--- config.mk ---
export PLATFORM = sky130hd
export DESIGN_NAME = colour_tag_markup_parser_core
export DESIGN_NICKNAME = d
export VERILOG_FILES = /design/src/hdl/ctmp_pkg.sv /design/src/hdl/ctmp_dpath.sv /design/src/hdl/ctmp_ctrl.sv /design/src/hdl/colour_tag_markup_parser_core.sv
export VERILOG_INCLUDE_DIRS = /design/src /design/src/hdl
export SDC_FILE = /design/constraint.sdc
export NUM_CORES = 1
export LEC_CHECK = 0
export ABC_CLOCK_PERIOD_IN_PS = 7200
export BUFFER_PORTS_ARGS = -buffer_cell sky130_fd_sc_hd__buf_4
export CAP_MARGIN = 15
export CORE_MARGIN = 10
export CORE_UTILIZATION = 43
export CTS_BUF_LIST = sky130_fd_sc_hd__clkbuf_8
export DETAILED_ROUTE_END_ITERATION = 6
export SLEW_MARGIN = 20
export SYNTH_ARGS = -nofsm -noshare
export SYNTH_HDL_FRONTEND = slang
export SYNTH_SLANG_ARGS = --single-unit
--- constraint.sdc ---
create_clock -name clk -period 7.2 [get_ports clk]
set_input_delay 1.44 -clock clk [delete_from_list [all_inputs] [get_ports clk]]
set_output_delay 1.44 -clock clk [all_outputs]
set_load 0.005 [all_outputs]
--- src/hdl/colour_tag_markup_parser_core_defines.svh ---
// Assertion macros shared by the parser's top level.
// Each macro expects clk and rst_n to be visible where it is used.
`ifndef COLOUR_TAG_MARKUP_PARSER_CORE_DEFINES_SVH
`define COLOUR_TAG_MARKUP_PARSER_CORE_DEFINES_SVH

// Same-cycle implication, disabled while reset is asserted.
`define CTMP_ASSERT_IMPL(lbl, ante, cons, msg) \
  lbl: assert property (@(posedge clk) disable iff (!rst_n) (ante) |-> (cons)) \
    else $error(msg);

// Next-cycle implication, disabled while reset is asserted.
`define CTMP_ASSERT_NEXT(lbl, ante, cons, msg) \
  lbl: assert property (@(posedge clk) disable iff (!rst_n) (ante) |=> (cons)) \
    else $error(msg);

`endif

--- src/hdl/ctmp_pkg.sv ---
package ctmp_pkg;

  // Hold buffer: an opening bracket plus up to eight following bytes.
  localparam int HOLD_DEPTH = 9;

  localparam logic [15:0] DEFAULT_COLOUR_RESET = 16'hFFFF;

  // Bytes with a meaning inside the markup.
  localparam logic [7:0] CH_OPEN  = 8'h5B;
  localparam logic [7:0] CH_CLOSE = 8'h5D;
  localparam logic [7:0] CH_SLASH = 8'h2F;
  localparam logic [7:0] CH_HASH  = 8'h23;

  typedef struct packed {
    logic [7:0] character;
    logic       end_of_text;
  } in_word_t;

  typedef struct packed {
    logic [7:0]  glyph;
    logic [15:0] colour;
    logic        has_glyph;
    logic        last;
  } out_word_t;

  // Tag body: body[0] is the byte right after the opening bracket.
  typedef logic [6:0][7:0] body_t;

  typedef enum logic [2:0] {
    ST_IDLE,
    ST_PARSE,
    ST_SKIP,
    ST_FLUSH,
    ST_DRAIN
  } ctmp_state_t;

  // Commands from the controller to the datapath.
  typedef struct packed {
    logic load;
    logic parse_step;
    logic skip_step;
    logic flush_step;
    logic bare_mark;
    logic mark_last;
    logic end_string;
    logic push_out;
  } ctmp_cmd_t;

  // Status from the datapath to the controller.
  typedef struct packed {
    logic pend_empty;
    logic held_empty;
    logic held_one;
    logic eot;
    logic emitted;
    logic res_valid;
    logic slot_free;
    logic step_emits;
    logic step_skip;
  } ctmp_status_t;

  // Named colours, text left-justified in 56 bits, first character on top.
  localparam logic [55:0] NAME_TXT [12] = '{
    {"red", 32'h0},   {"green", 16'h0},  {"blue", 24'h0},
    {"yellow", 8'h0}, {"cyan", 24'h0},   {"magenta"},
    {"white", 16'h0}, {"orange", 8'h0},  {"grey", 24'h0},
    {"gray", 24'h0},  {"skyblue"},       {"pink", 24'h0}
  };

  localparam logic [2:0] NAME_LEN [12] = '{
    3'd3, 3'd5, 3'd4, 3'd6, 3'd4, 3'd7, 3'd5, 3'd6, 3'd4, 3'd4, 3'd7, 3'd4
  };

  localparam logic [15:0] NAME_RGB [12] = '{
    16'hF800, 16'h07E0, 16'h001F, 16'hFFE0, 16'h07FF, 16'hF81F,
    16'hFFFF, 16'hFD20, 16'h8410, 16'h8410, 16'h867D, 16'hFE19
  };

  // Returns {valid, value} for one case-insensitive hex digit.
  function automatic logic [4:0] hex_digit(logic [7:0] c);
    logic [7:0] t;
    t = 8'h00;
    if (c >= 8'h30 && c <= 8'h39) begin
      t = c - 8'h30;
      return {1'b1, t[3:0]};
    end
    if (c >= 8'h61 && c <= 8'h66) begin
      t = c - 8'h57;
      return {1'b1, t[3:0]};
    end
    if (c >= 8'h41 && c <= 8'h46) begin
      t = c - 8'h37;
      return {1'b1, t[3:0]};
    end
    return {1'b0, t[3:0]};
  endfunction

  // Matches a tag body of len bytes. Returns {hit, colour}.
  function automatic logic [16:0] tag_lookup(body_t body, logic [2:0] len,
                                             logic [15:0] dflt);
    logic        hit;
    logic [15:0] col;
    logic        ok;
    logic        hex_ok;
    logic [4:0]  d [6];
    logic [7:0]  rr;
    logic [7:0]  gg;
    logic [7:0]  bb;
    hit = 1'b0;
    col = 16'h0000;
    // Reset tag.
    if (len == 3'd1 && body[0] == CH_SLASH) begin
      hit = 1'b1;
      col = dflt;
    end
    // Hex colour, truncated to 565.
    hex_ok = 1'b1;
    for (int i = 0; i < 6; i++) begin
      d[i] = hex_digit(body[1 + i]);
      hex_ok &= d[i][4];
    end
    rr = {d[0][3:0], d[1][3:0]};
    gg = {d[2][3:0], d[3][3:0]};
    bb = {d[4][3:0], d[5][3:0]};
    if (len == 3'd7 && body[0] == CH_HASH && hex_ok) begin
      hit = 1'b1;
      col = {rr[7:3], gg[7:2], bb[7:3]};
    end
    // Palette names, case-sensitive.
    for (int n = 0; n < 12; n++) begin
      ok = (NAME_LEN[n] == len);
      for (int i = 0; i < 7; i++) begin
        if (3'(i) < NAME_LEN[n]) begin
          ok &= (body[i] == NAME_TXT[n][55 - 8 * i -: 8]);
        end
      end
      if (ok && !hit) begin
        hit = 1'b1;
        col = NAME_RGB[n];
      end
    end
    return {hit, col};
  endfunction

endpackage

--- src/hdl/ctmp_dpath.sv ---
module ctmp_dpath
  import ctmp_pkg::*;
(
  input  logic         clk,
  input  logic         rst_n,
  input  ctmp_cmd_t    cmd,
  output ctmp_status_t status,
  input  in_word_t     in_word,
  input  logic         cfg_we,
  input  logic [15:0]  cfg_wdata,
  output logic         out_valid,
  input  logic         out_ready,
  output out_word_t    out_word
);

  // Held region is buf_r[0 .. hc_r-1], bytes waiting to be parsed follow it.
  logic [7:0]  buf_r   [HOLD_DEPTH];
  logic [7:0]  buf_nxt [HOLD_DEPTH];
  logic [3:0]  hc_r, hc_nxt;
  logic [3:0]  pc_r, pc_nxt;
  logic        eot_r, eot_nxt;
  logic        emitted_r, emitted_nxt;
  logic        at_start_r, at_start_nxt;
  logic [15:0] default_r, default_nxt;
  logic [15:0] cur_r, cur_nxt;
  out_word_t   res_r, res_nxt;
  logic        res_v_r, res_v_nxt;
  out_word_t   out_r, out_nxt;
  logic        out_v_r, out_v_nxt;

  logic [7:0]  cur_byte;
  logic [3:0]  n_held;
  logic        is_open;
  logic        is_close;
  body_t       body;
  logic [16:0] lookup;
  logic        tag_hit;
  logic        held_empty;
  logic        step_fail;
  logic        step_emits;
  logic        step_skip;
  logic        out_free;
  logic        slot_free;
  logic        do_shift;
  logic        emit_en;
  out_word_t   emit_word;

  // Next byte to parse and the tag body seen so far.
  always_comb begin
    cur_byte = 8'h00;
    for (int i = 0; i < HOLD_DEPTH; i++) begin
      if (hc_r == 4'(i)) begin
        cur_byte = buf_r[i];
      end
    end
    for (int i = 0; i < 7; i++) begin
      body[i] = buf_r[1 + i];
    end
  end

  // Decode of one parse step.
  assign n_held     = hc_r + 4'd1;
  assign is_open    = (cur_byte == CH_OPEN);
  assign is_close   = (cur_byte == CH_CLOSE);
  assign lookup     = tag_lookup(body, 3'(hc_r - 4'd1), default_r);
  assign tag_hit    = lookup[16];
  assign held_empty = (hc_r == 4'd0);
  assign step_fail  = !held_empty &&
                      ((is_close && !tag_hit) ||
                       (!is_close && n_held == 4'(HOLD_DEPTH)));
  assign step_emits = held_empty ? !is_open : step_fail;
  assign step_skip  = !held_empty && is_close && tag_hit && (pc_r != 4'd1);
  assign out_free   = !out_v_r || out_ready;
  assign slot_free  = !res_v_r || out_free;

  // Next-state logic of the datapath.
  always_comb begin
    buf_nxt      = buf_r;
    hc_nxt       = hc_r;
    pc_nxt       = pc_r;
    eot_nxt      = eot_r;
    emitted_nxt  = emitted_r;
    at_start_nxt = at_start_r;
    default_nxt  = default_r;
    cur_nxt      = cur_r;
    res_nxt      = res_r;
    res_v_nxt    = res_v_r;
    out_nxt      = out_r;
    out_v_nxt    = out_v_r;
    do_shift     = 1'b0;
    emit_en      = 1'b0;
    emit_word    = '{glyph: buf_r[0], colour: cur_r, has_glyph: 1'b1, last: 1'b0};

    // A new word lands right after the held bytes.
    if (cmd.load) begin
      for (int i = 0; i < HOLD_DEPTH; i++) begin
        if (hc_r == 4'(i)) begin
          buf_nxt[i] = in_word.character;
        end
      end
      pc_nxt       = 4'd1;
      eot_nxt      = in_word.end_of_text;
      emitted_nxt  = 1'b0;
      at_start_nxt = 1'b0;
    end

    // One byte through the parser.
    if (cmd.parse_step) begin
      if (held_empty) begin
        pc_nxt = pc_r - 4'd1;
        if (is_open) begin
          hc_nxt = 4'd1;
        end else begin
          emit_en  = 1'b1;
          do_shift = 1'b1;
        end
      end else if (step_fail) begin
        // The bracket goes out as a literal, the rest is parsed again.
        emit_en  = 1'b1;
        do_shift = 1'b1;
        hc_nxt   = 4'd0;
        pc_nxt   = hc_r + pc_r - 4'd1;
      end else if (is_close) begin
        cur_nxt = lookup[15:0];
        pc_nxt  = pc_r - 4'd1;
        hc_nxt  = (pc_r == 4'd1) ? 4'd0 : n_held;
      end else begin
        hc_nxt = n_held;
        pc_nxt = pc_r - 4'd1;
      end
    end

    // Drop one byte of a matched tag ahead of the waiting bytes.
    if (cmd.skip_step) begin
      do_shift = 1'b1;
      hc_nxt   = hc_r - 4'd1;
    end

    // Flush one held byte at the end of the text.
    if (cmd.flush_step) begin
      emit_en  = 1'b1;
      do_shift = 1'b1;
      hc_nxt   = hc_r - 4'd1;
    end

    // Bare end marker when the string produced nothing.
    if (cmd.bare_mark) begin
      emit_en   = 1'b1;
      emit_word = '{glyph: 8'h00, colour: cur_r, has_glyph: 1'b0, last: 1'b1};
    end

    if (do_shift) begin
      for (int i = 0; i < HOLD_DEPTH - 1; i++) begin
        buf_nxt[i] = buf_r[i + 1];
      end
    end

    if (cmd.end_string) begin
      cur_nxt      = default_r;
      at_start_nxt = 1'b1;
    end

    // Register write; it reaches the current colour only between strings.
    if (cfg_we) begin
      default_nxt = cfg_wdata;
      if (at_start_r || cmd.end_string) begin
        cur_nxt = cfg_wdata;
      end
    end

    // Output handshake, then the staging register.
    if (out_v_r && out_ready) begin
      out_v_nxt = 1'b0;
    end
    if (emit_en) begin
      if (res_v_r) begin
        out_nxt   = res_r;
        out_v_nxt = 1'b1;
      end
      res_nxt     = emit_word;
      res_v_nxt   = 1'b1;
      emitted_nxt = 1'b1;
    end
    if (cmd.mark_last) begin
      res_nxt.last = 1'b1;
    end
    if (cmd.push_out) begin
      out_nxt   = res_r;
      out_v_nxt = 1'b1;
      res_v_nxt = 1'b0;
    end
  end

  // Control registers.
  always_ff @(posedge clk) begin
    if (!rst_n) begin
      hc_r       <= 4'd0;
      pc_r       <= 4'd0;
      eot_r      <= 1'b0;
      emitted_r  <= 1'b0;
      at_start_r <= 1'b1;
      default_r  <= DEFAULT_COLOUR_RESET;
      cur_r      <= DEFAULT_COLOUR_RESET;
      res_v_r    <= 1'b0;
      out_v_r    <= 1'b0;
    end else begin
      hc_r       <= hc_nxt;
      pc_r       <= pc_nxt;
      eot_r      <= eot_nxt;
      emitted_r  <= emitted_nxt;
      at_start_r <= at_start_nxt;
      default_r  <= default_nxt;
      cur_r      <= cur_nxt;
      res_v_r    <= res_v_nxt;
      out_v_r    <= out_v_nxt;
    end
  end

  // Payload registers.
  always_ff @(posedge clk) begin
    buf_r <= buf_nxt;
    res_r <= res_nxt;
    out_r <= out_nxt;
  end

  assign out_valid = out_v_r;
  assign out_word  = out_r;

  assign status = '{
    pend_empty: (pc_r == 4'd0),
    held_empty: held_empty,
    held_one:   (hc_r == 4'd1),
    eot:        eot_r,
    emitted:    emitted_r,
    res_valid:  res_v_r,
    slot_free:  slot_free,
    step_emits: step_emits,
    step_skip:  step_skip
  };

endmodule

--- src/hdl/ctmp_ctrl.sv ---
module ctmp_ctrl
  import ctmp_pkg::*;
(
  input  logic         clk,
  input  logic         rst_n,
  input  logic         in_valid,
  output logic         in_ready,
  input  ctmp_status_t status,
  output ctmp_cmd_t    cmd
);

  ctmp_state_t state_r, state_nxt;

  // State register.
  always_ff @(posedge clk) begin
    if (!rst_n) begin
      state_r <= ST_IDLE;
    end else begin
      state_r <= state_nxt;
    end
  end

  // Next-state logic.
  always_comb begin
    state_nxt = state_r;
    case (state_r)
      ST_IDLE: begin
        if (in_valid) begin
          state_nxt = ST_PARSE;
        end
      end
      ST_PARSE: begin
        if (status.pend_empty) begin
          state_nxt = status.eot ? ST_FLUSH : ST_DRAIN;
        end else if (status.step_skip) begin
          state_nxt = ST_SKIP;
        end
      end
      ST_SKIP: begin
        if (status.held_one) begin
          state_nxt = ST_PARSE;
        end
      end
      ST_FLUSH: begin
        if (status.held_empty && (status.emitted || status.slot_free)) begin
          state_nxt = ST_DRAIN;
        end
      end
      ST_DRAIN: begin
        if (!status.res_valid || status.slot_free) begin
          state_nxt = ST_IDLE;
        end
      end
      default: begin
        state_nxt = ST_IDLE;
      end
    endcase
  end

  // Command decode.
  always_comb begin
    cmd      = '0;
    in_ready = 1'b0;
    case (state_r)
      ST_IDLE: begin
        in_ready = 1'b1;
        cmd.load = in_valid;
      end
      ST_PARSE: begin
        // A step that emits waits for room in the staging register.
        if (!status.pend_empty) begin
          cmd.parse_step = !status.step_emits || status.slot_free;
        end
      end
      ST_SKIP: begin
        cmd.skip_step = 1'b1;
      end
      ST_FLUSH: begin
        if (!status.held_empty) begin
          cmd.flush_step = status.slot_free;
        end else if (status.emitted) begin
          cmd.mark_last  = 1'b1;
          cmd.end_string = 1'b1;
        end else if (status.slot_free) begin
          cmd.bare_mark  = 1'b1;
          cmd.end_string = 1'b1;
        end
      end
      ST_DRAIN: begin
        cmd.push_out = status.res_valid && status.slot_free;
      end
      default: begin
        cmd = '0;
      end
    endcase
  end

endmodule

--- src/hdl/colour_tag_markup_parser_core.sv ---
// Channel  Direction  Handshake           Word
// in_      input      in_valid/in_ready   in_word (character, end_of_text)
// out_     output     out_valid/out_ready out_word (glyph, colour, has_glyph, last)
// cfg_     input      cfg_we              cfg_wdata (default colour)
//
// One word at a time: a new word is taken only once the previous one is fully parsed
// and staged out. Each byte parsed or replayed, each byte of a matched tag that is
// dropped ahead of later bytes and each byte flushed at the end of the text takes a
// step of its own, since the single shift-register hold buffer moves one byte per step.
// Synchronous active-low reset; no clearing pass is needed.
// A stalled result port holds the parser at its next emission.
`include "colour_tag_markup_parser_core_defines.svh"

module colour_tag_markup_parser_core
  import ctmp_pkg::*;
(
  input  logic        clk,
  input  logic        rst_n,
  input  logic        in_valid,
  output logic        in_ready,
  input  in_word_t    in_word,
  output logic        out_valid,
  input  logic        out_ready,
  output out_word_t   out_word,
  input  logic        cfg_we,
  input  logic [15:0] cfg_wdata
);

  ctmp_cmd_t    cmd;
  ctmp_status_t status;

  logic in_take;
  logic parser_clear;
  logic emit_req;
  logic last_req;

  // Sequencer.
  ctmp_ctrl u_ctrl (
    .clk      (clk),
    .rst_n    (rst_n),
    .in_valid (in_valid),
    .in_ready (in_ready),
    .status   (status),
    .cmd      (cmd)
  );

  // Hold buffer, tag matcher, colour state and result registers.
  ctmp_dpath u_dpath (
    .clk       (clk),
    .rst_n     (rst_n),
    .cmd       (cmd),
    .status    (status),
    .in_word   (in_word),
    .cfg_we    (cfg_we),
    .cfg_wdata (cfg_wdata),
    .out_valid (out_valid),
    .out_ready (out_ready),
    .out_word  (out_word)
  );

  // Conditions watched by the checks below.
  assign in_take      = in_valid && in_ready;
  assign parser_clear = status.pend_empty && !status.res_valid;
  assign emit_req     = (cmd.parse_step && status.step_emits) || cmd.flush_step ||
                        cmd.bare_mark;
  assign last_req     = cmd.mark_last || cmd.bare_mark;

  // A new word arrives only once the previous one is fully parsed and staged out.
  `CTMP_ASSERT_IMPL(a_accept_clean, in_take, parser_clear, "word accepted while parser busy")

  // Every emission has room in the staging register.
  `CTMP_ASSERT_IMPL(a_emit_room, emit_req, status.slot_free, "result emitted without room")

  // The final result of a string is still staged right after it is marked.
  `CTMP_ASSERT_NEXT(a_last_staged, last_req, status.res_valid, "last result lost")

endmodule
# [After elaboration in Yosys (flattened, before gate mapping)]
# Cells that the tools add are included.
[totals] register_bits=172 latch_bits=0 mem_bits_rw=0 romBits=0 input_bits=30 output_inout_bits=28 word_cells=522 memories=0
[op_classes] n_addsub=23 multipliers=0 div_mod_pow=0 order_cmp=36 n_eq_ne=77 shift=0 mux=197 bitwise=63 reduce_logical=99
[op_table] cell="equality test 8 x 7 -> 1 bit (second input constant)" count=47
[op_table] cell="two-way mux 16 bit" count=21
[op_table] cell="two-way mux 5 bit" count=36
[op_table] cell="two-way mux 8 bit" count=18
[op_table] cell="two-way mux 4 bit" count=31
[op_table] cell="greater-or-equal comparator 8 x 7 -> 1 bit (second input constant)" count=12
[op_table] cell="<= comparator 8 x 7 -> 1 bit (second input constant)" count=12
[op_table] cell="two-way mux 26 bit" count=3
[op_table] cell="two-way mux 1 bit" count=76
[op_table] cell="two-way mux 72 bit" count=1
[op_table] cell="two-way mux 64 bit" count=1
[op_table] cell="bitwise AND 1 bit" count=62
[op_table] cell="greater-or-equal comparator 8 x 6 -> 1 bit (second input constant)" count=6
[op_table] cell="<= comparator 8 x 6 -> 1 bit (second input constant)" count=6
[op_table] cell="subtractor 4 x 3 -> 4 bit (second input constant)" count=12
[op_table] cell="logical AND 1 bit" count=42
[op_table] cell="subtractor 4 x 1 -> 4 bit (second input constant)" count=9
[op_table] cell="nonzero test 2 bit" count=13
[op_table] cell="two-way mux 3 bit" count=8
[op_table] cell="AND reduction 2 bit" count=11
[op_table] cell="zero test 1 bit" count=19
[op_table] cell="equality test 4 x 3 -> 1 bit (second input constant)" count=4
[op_table] cell="equality test 8 x 6 -> 1 bit (second input constant)" count=2
[op_table] cell="one-hot mux 3 bit (5 select lines)" count=1
[op_table] cell="23 further kinds" count=42

# [Longest topological paths before layout]
[depth] word_depth=66 ltp_mapped=16 mapped_depth_nobuf=12

# [Modules after synthesis]
# From an unflattened synthesis, not the netlist that was laid out.
[unflattened] hier_cells=1090 hier_area_um2=10495.1
[by_module_without_submodules] mod="ctmp_dpath" instances=1 cells_per_inst=1048 area_per_inst_um2=10188.5 seq_area_each_um2=4614.4
[by_module_without_submodules] mod="ctmp_ctrl" instances=1 cells_per_inst=42 area_per_inst_um2=306.5 seq_area_each_um2=60.1

# [Worst setup path before layout]
# No wires, ideal clock.
[synth_timing] path_type="register -> register" from="reg u_dpath.hc_r[0]" to="reg u_dpath.out_r, in the netlist u_dpath.out_word[0], enable pin" setup_ps=449 t_arrival_ps=4828 required_time_ps=6751 path_slack_ps=1923 path_stages_with_launch=14 path_buffers=2 synth_period_minus_slack_ps=5277 cell_sequence="dfxtp_1 inv_1 ha_1 buf_2 xnor2_1 and3_1 and3_1 clkbuf_1 or3_1 a311o_1 o21ai_2 o21a_1 nor2_1 a21boi_0"
[synth_between] elab_chain_len=55 elab_cells_between_ends=152 classes_between="2 x add/sub; 18 x eq/ne; 35 x mux; 57 x bitwise; 40 x reduce/logical"
[synth_rtl] item="start, declared" line_no="ctmp_dpath.sv:19" text="logic [3:0] hc_r, hc_nxt;"
[synth_rtl] item="start signal, assigned" line_no="ctmp_dpath.sv:207" text="hc_r <= hc_nxt;"
[synth_rtl] item="subtractor 4 x 1 -> 4 bit" line_no="ctmp_dpath.sv:65" text="assign lookup = tag_lookup(body, 3'(hc_r - 4'd1), default_r);"
[synth_rtl] item="equality test 3 x 1 -> 1 bit or equality test 3 bit (tied branches)" line_no="ctmp_pkg.sv:112, ctmp_pkg.sv:125, ctmp_pkg.sv:131"
[synth_rtl] item="logical AND 1 bit (on tied branches)" line_no="ctmp_pkg.sv:112, ctmp_pkg.sv:125"
[synth_rtl] item="two-way mux 1 bit or logical AND 1 bit (tied branches)" line_no="ctmp_pkg.sv:112, ctmp_pkg.sv:125"
[synth_rtl] item="two-way mux 1 bit" line_no="ctmp_pkg.sv:125" text="if (len == 3'd7 && body[0] == CH_HASH && hex_ok) begin"
[synth_rtl] item="zero test 1 bit" line_no="ctmp_pkg.sv:137" text="if (ok && !hit) begin"
[synth_rtl] item="logical AND 1 bit" line_no="ctmp_pkg.sv:137"
[synth_rtl] item="two-way mux 1 bit" line_no="ctmp_pkg.sv:137"
[synth_rtl] item="[39 not listed]"
[synth_rtl] item="logical OR 1 bit" line_no="ctmp_ctrl.sv:72" text="cmd.parse_step = !status.step_emits || status.slot_free;"
[synth_rtl] item="two-way mux 1 bit" line_no="ctmp_ctrl.sv:71" text="if (!status.pend_empty) begin"
[synth_rtl] item="two-way mux 1 bit" line_no="ctmp_ctrl.sv:64" text="case (state_r)"
[synth_rtl] item="two-way mux 1 bit" line_no="ctmp_dpath.sv:108" text="if (cmd.parse_step) begin"
[synth_rtl] item="two-way mux 1 bit" line_no="ctmp_dpath.sv:140" text="if (cmd.flush_step) begin"
[synth_rtl] item="two-way mux 1 bit (*)" line_no="ctmp_dpath.sv:147" text="if (cmd.bare_mark) begin"
[synth_rtl] item="nonzero test 2 bit (no line) (*)"
[synth_rtl] item="AND reduction 2 bit (no line) (*)"
[synth_rtl] item="end signal, assigned" line_no="ctmp_dpath.sv:223" text="out_r <= out_nxt;"
[synth_rtl] item="end, declared" line_no="ctmp_dpath.sv:28" text="out_word_t out_r, out_nxt;"
# Every way passes the cells marked *; elsewhere a longest branch is shown, timed or not.
# A chain may end at the register's enable or synchronous reset.

# [Worst setup path after layout]
[layout_timing] from="reg u_dpath.hc_r[0]" to="reg u_dpath.buf_r, in the netlist u_dpath.body[14], enable pin"
[layout_between] elab_chain_len=55 elab_cells_between_ends=152 classes_between="2 x add/sub; 18 x eq/ne; 34 x mux; 57 x bitwise; 41 x reduce/logical"
[layout_rtl] item="subtractor 4 x 1 -> 4 bit" line_no="ctmp_dpath.sv:65"
[layout_rtl] item="equality test 3 x 1 -> 1 bit or equality test 3 bit (tied branches)" line_no="ctmp_pkg.sv:112, ctmp_pkg.sv:125, ctmp_pkg.sv:131"
[layout_rtl] item="logical AND 1 bit (on tied branches)" line_no="ctmp_pkg.sv:112, ctmp_pkg.sv:125"
[layout_rtl] item="two-way mux 1 bit or logical AND 1 bit (tied branches)" line_no="ctmp_pkg.sv:112, ctmp_pkg.sv:125"
[layout_rtl] item="two-way mux 1 bit" line_no="ctmp_pkg.sv:125"
[layout_rtl] item="zero test 1 bit" line_no="ctmp_pkg.sv:137"
[layout_rtl] item="logical AND 1 bit" line_no="ctmp_pkg.sv:137"
[layout_rtl] item="two-way mux 1 bit" line_no="ctmp_pkg.sv:137"
[layout_rtl] item="[39 not listed]"
[layout_rtl] item="logical OR 1 bit" line_no="ctmp_ctrl.sv:72"
[layout_rtl] item="two-way mux 1 bit" line_no="ctmp_ctrl.sv:71"
[layout_rtl] item="two-way mux 1 bit" line_no="ctmp_ctrl.sv:64"
[layout_rtl] item="two-way mux 1 bit" line_no="ctmp_dpath.sv:108"
[layout_rtl] item="two-way mux 1 bit" line_no="ctmp_dpath.sv:134" text="if (cmd.skip_step) begin"
[layout_rtl] item="two-way mux 1 bit" line_no="ctmp_dpath.sv:140"
[layout_rtl] item="nonzero test 2 bit (no line)"
[layout_rtl] item="AND reduction 2 bit (no line) (*)"
[layout_rtl] item="end signal, assigned" line_no="ctmp_dpath.sv:221" text="buf_r <= buf_nxt;"
[layout_rtl] item="end, declared" line_no="ctmp_dpath.sv:17" text="logic [7:0] buf_r [HOLD_DEPTH];"
# Marks and branches as above.

==> reports/metrics.cfg <==
[run_status]
status = finished, final reports clean

[floorplan]
num_io_pins = 58
num_rows = 56
die_h_um = 173
die-area_um2 = 30100
core_um2 = 23300
die_w_um = 173
start_util_pct = 43.4

[clock_tree]
clock_latency_ps = 490
clkTransAtPathRegs_ps = 120
clk_path_buf_depth = 2
post_cts_buffers = 0
cts_tree = yes
cts-resized-gates = 0
cts_buffers = 17
root_buffer = clkbuf_8
cts.sinks = 172
h-tree-depth = 4
hold_buffers = 0

[synth]
syn_nets = 1086
ys_seq_area_share_pct = 46.2
synthDistinctLibCells = 88
syn_area_um2 = 10100
synth_edf_count = 123
syn_area_per_cell_um2 = 9.84
yosys_most_used_dff = edfxtp_1
synthArstFlopShare_pct = 0
yosysWarnings = 0
syn_inst = 1029
synth_seq_cells = 172

[setup_path]
cp-end-kind = flip-flop
worst_ep_required_time_ps = 7340
start_kind = flip-flop
worstPathArrival_ps = 5350
crit_fanout = 57
worstSetupPathType = flip-flop to flip-flop

[routing]
wl_per_cell_um = 23.5
wirelength_mm = 32.2
avgViaCountPerCell = 6.14
drtIter0Drc = 758
drcViolationCount = 0
first_pass_iters = 6
drtAntennaViolNets = 0
vias = 8418

[sta]
fin_crit_sh_pct = 72.4
finalHoldViolations = 0
finalMaxSlewViolations = 0
skew_ps = 24.1
slew_headroom_pct = 28.4
holdWs_ps = 422
setup_tns_ps = 0
setup_viol = 0
fin_crit_ps = 5210
worstMarginPinSlew_ps = 1070
worst_slack_ps = 1990
max_freq_mhz = 192
rsz0062_at_grt = false

[pwr]
switching_share_pct = 46.1
ir_worst_vdd_mv = 0.223
net-switching-power_mw = 2.09
comb_power_share_pct = 39.8
pwr_density_cell_nw_per_um2 = 405
leakagePower_nw = 4.33
p_total_mw = 4.53
p_seq_share_pct = 43.7
internal_power_mw = 2.44
pwr-share-clk_pct = 16.6

[run]
maxCapViolations = 0

[cells_and_area]
syn_to_final_growth_pct = 10.4
layout_commonest_cell = edfxtp_1
fillers = 2210
mostFrequentLayoutCells = 123 x edfxtp_1, 106 x nand2_1, 78 x a21o_1
nets = 1096
final_layout_size_suffix_gt1_share_pct = 11.5
final_util_pct = 47.9

[placement]
dp_hpwl_mm = 23.6
pre_cts_slack_ps = 1870
routabilityCongestion = 0.962
io_buffers = 57

[grt]
grtUsageTotal_pct = 20.8
gr-total-overflow = 0
grt_pass1_vias = 8127
antenna_found_initial = 0
grt_pass1_wl_mm = 49.4
grt_max_degree = 58

[min_path]
hp-class = flip-flop to flip-flop

==> state kept, by name, indices dropped and copies added, names as in the netlist <==
| register | cells |
|---|---|
| u_dpath.body | 56 |
| u_dpath.out_word | 26 |
| u_dpath.res_r | 26 |
| u_dpath.buf_r | 16 |
| u_dpath.cur_r | 16 |
| u_dpath.default_r | 16 |
| u_dpath.hc_r | 4 |
| u_dpath.pc_r | 4 |
| u_ctrl.state_r | 3 |
| u_dpath.at_start_r | 1 |
| u_dpath.emitted_r | 1 |
| u_dpath.eot_r | 1 |
| u_dpath.out_valid | 1 |
| u_dpath.res_v_r | 1 |
==> cells in the mapped netlist (4+ instances only) <==
cell type / number / share of area [%]
a31oi_1: 28 / 1.7
a21oi_1: 25 / 1.2
o21bai_1: 4 / 0.30
and3b_1: 4 / 0.35
nand4b_1: 15 / 1.3
and2_1: 21 / 1.3
edfxtp_1: 123 / 36
o21ai_0: 37 / 1.8
or4_1: 7 / 0.52
buf_2: 12 / 0.59
buf_1: 16 / 0.59
inv_1: 33 / 1.2
and4b_1: 4 / 0.40
xnor2_1: 12 / 1.0
a21boi_0: 4 / 0.30
nand3b_1: 8 / 0.59
nand4_1: 19 / 1.2
nand2b_1: 11 / 0.68
nor2b_1: 14 / 0.86
nor4bb_1: 8 / 0.79
nand3_1: 24 / 1.2
o31ai_1: 4 / 0.30
o2111ai_1: 12 / 1.0
o211ai_1: 8 / 0.59
nand4bb_1: 7 / 0.78
mux2i_1: 23 / 2.3
ha_1: 26 / 3.2
dfxtp_1: 49 / 9.7
nor4_1: 18 / 1.1
and3_1: 18 / 1.1
clkbuf_1: 44 / 1.6
or2_2: 5 / 0.31
nor2_1: 46 / 1.7
a211oi_1: 4 / 0.30
o21ai_1: 32 / 1.6
or3_1: 5 / 0.31
a21o_1: 78 / 5.8
nor3_1: 27 / 1.3
nand2_1: 106 / 3.9
nor4b_1: 8 / 0.69
==> cells by family (layout without fill, tap and decap cells) <==
family,Yosys count,in the layout,share of synthesized area [%]
simple gates,399,399,22.8
compound gates,288,288,20.1
flops,172,172,46.2
buf+inv,107,130,4.19
fa+ha+maj,27,27,3.41
mux,23,23,2.27
xor+xnor,13,13,1.12
other cells,0,1,0
==> final timing paths <==
check,startpoint,end,slack [ps],cells past startpoint
worst max register to register,u_dpath.hc_r[0],u_dpath.body[14],1990,13
worst min-delay path,u_dpath.res_r[3],u_dpath.out_word[3],420,0
worst max-delay path,u_dpath.hc_r[0],u_dpath.body[14],1990,13
worst min register to register,u_dpath.res_r[3],u_dpath.out_word[3],420,0
==> cell type report <==
class,instances,area [um2],share of cell area (%)
clock inverters,15,215,1.92
well taps,319,399,3.57
diodes,1,2.50,0.0224
flip-flops and latches,172,4670,41.8
repair buffers,65,488,4.36
inverters,33,124,1.11
multi-input cells,750,5050,45.1
clock buffers,17,234,2.09
==> power by group through the flow <==
stage | clock network [mW] | logic [mW] | registers [mW]
2_1_floorplan | 0 | 1.43 | 1.66
3_3_place_gp | 0 | 1.77 | 1.98
3_5_place_dp | 0 | 1.78 | 1.98
4_1_cts | 0.769 | 1.79 | 1.96
5_1_grt | 0.806 | 1.98 | 2.00
6_report | 0.751 | 1.80 | 1.98
==> layer usage <==
layer  share of wire [%]  vias to the layer above  routed length, um  track usage, %
met5                   0                        -                  0               0
met4                 2.5                        0                807            6.97
met3                 5.9                       48               1900            2.77
met2                  47                      322              15200            33.4
met1                  44                     4117              14200            28.3
li1                    -                     3931                  -               -
==> through the flow <==
stage	cell area, um2	std cells
2_1_floorplan	10100	1029
6_report	11200	1372
5_1_grt	11200	1371
3_5_place_dp	10700	1338
3_3_place_gp	10700	1338
4_1_cts	11200	1370
==> worst max-delay path, stage by stage, from the launching register on <==
cell,delay (ps)
dfxtp_1,390
inv_1,220
ha_1,560
buf_4,290
nor4bb_1,320
a31oi_1,100
o311ai_1,320
a21oi_1,110
nor3_1,580
nand4_1,270
o21ai_2,430
o21a_1,260
nand2b_4,540
a21o_1,390
Note: power is estimated with default switching activity, not from simulation.
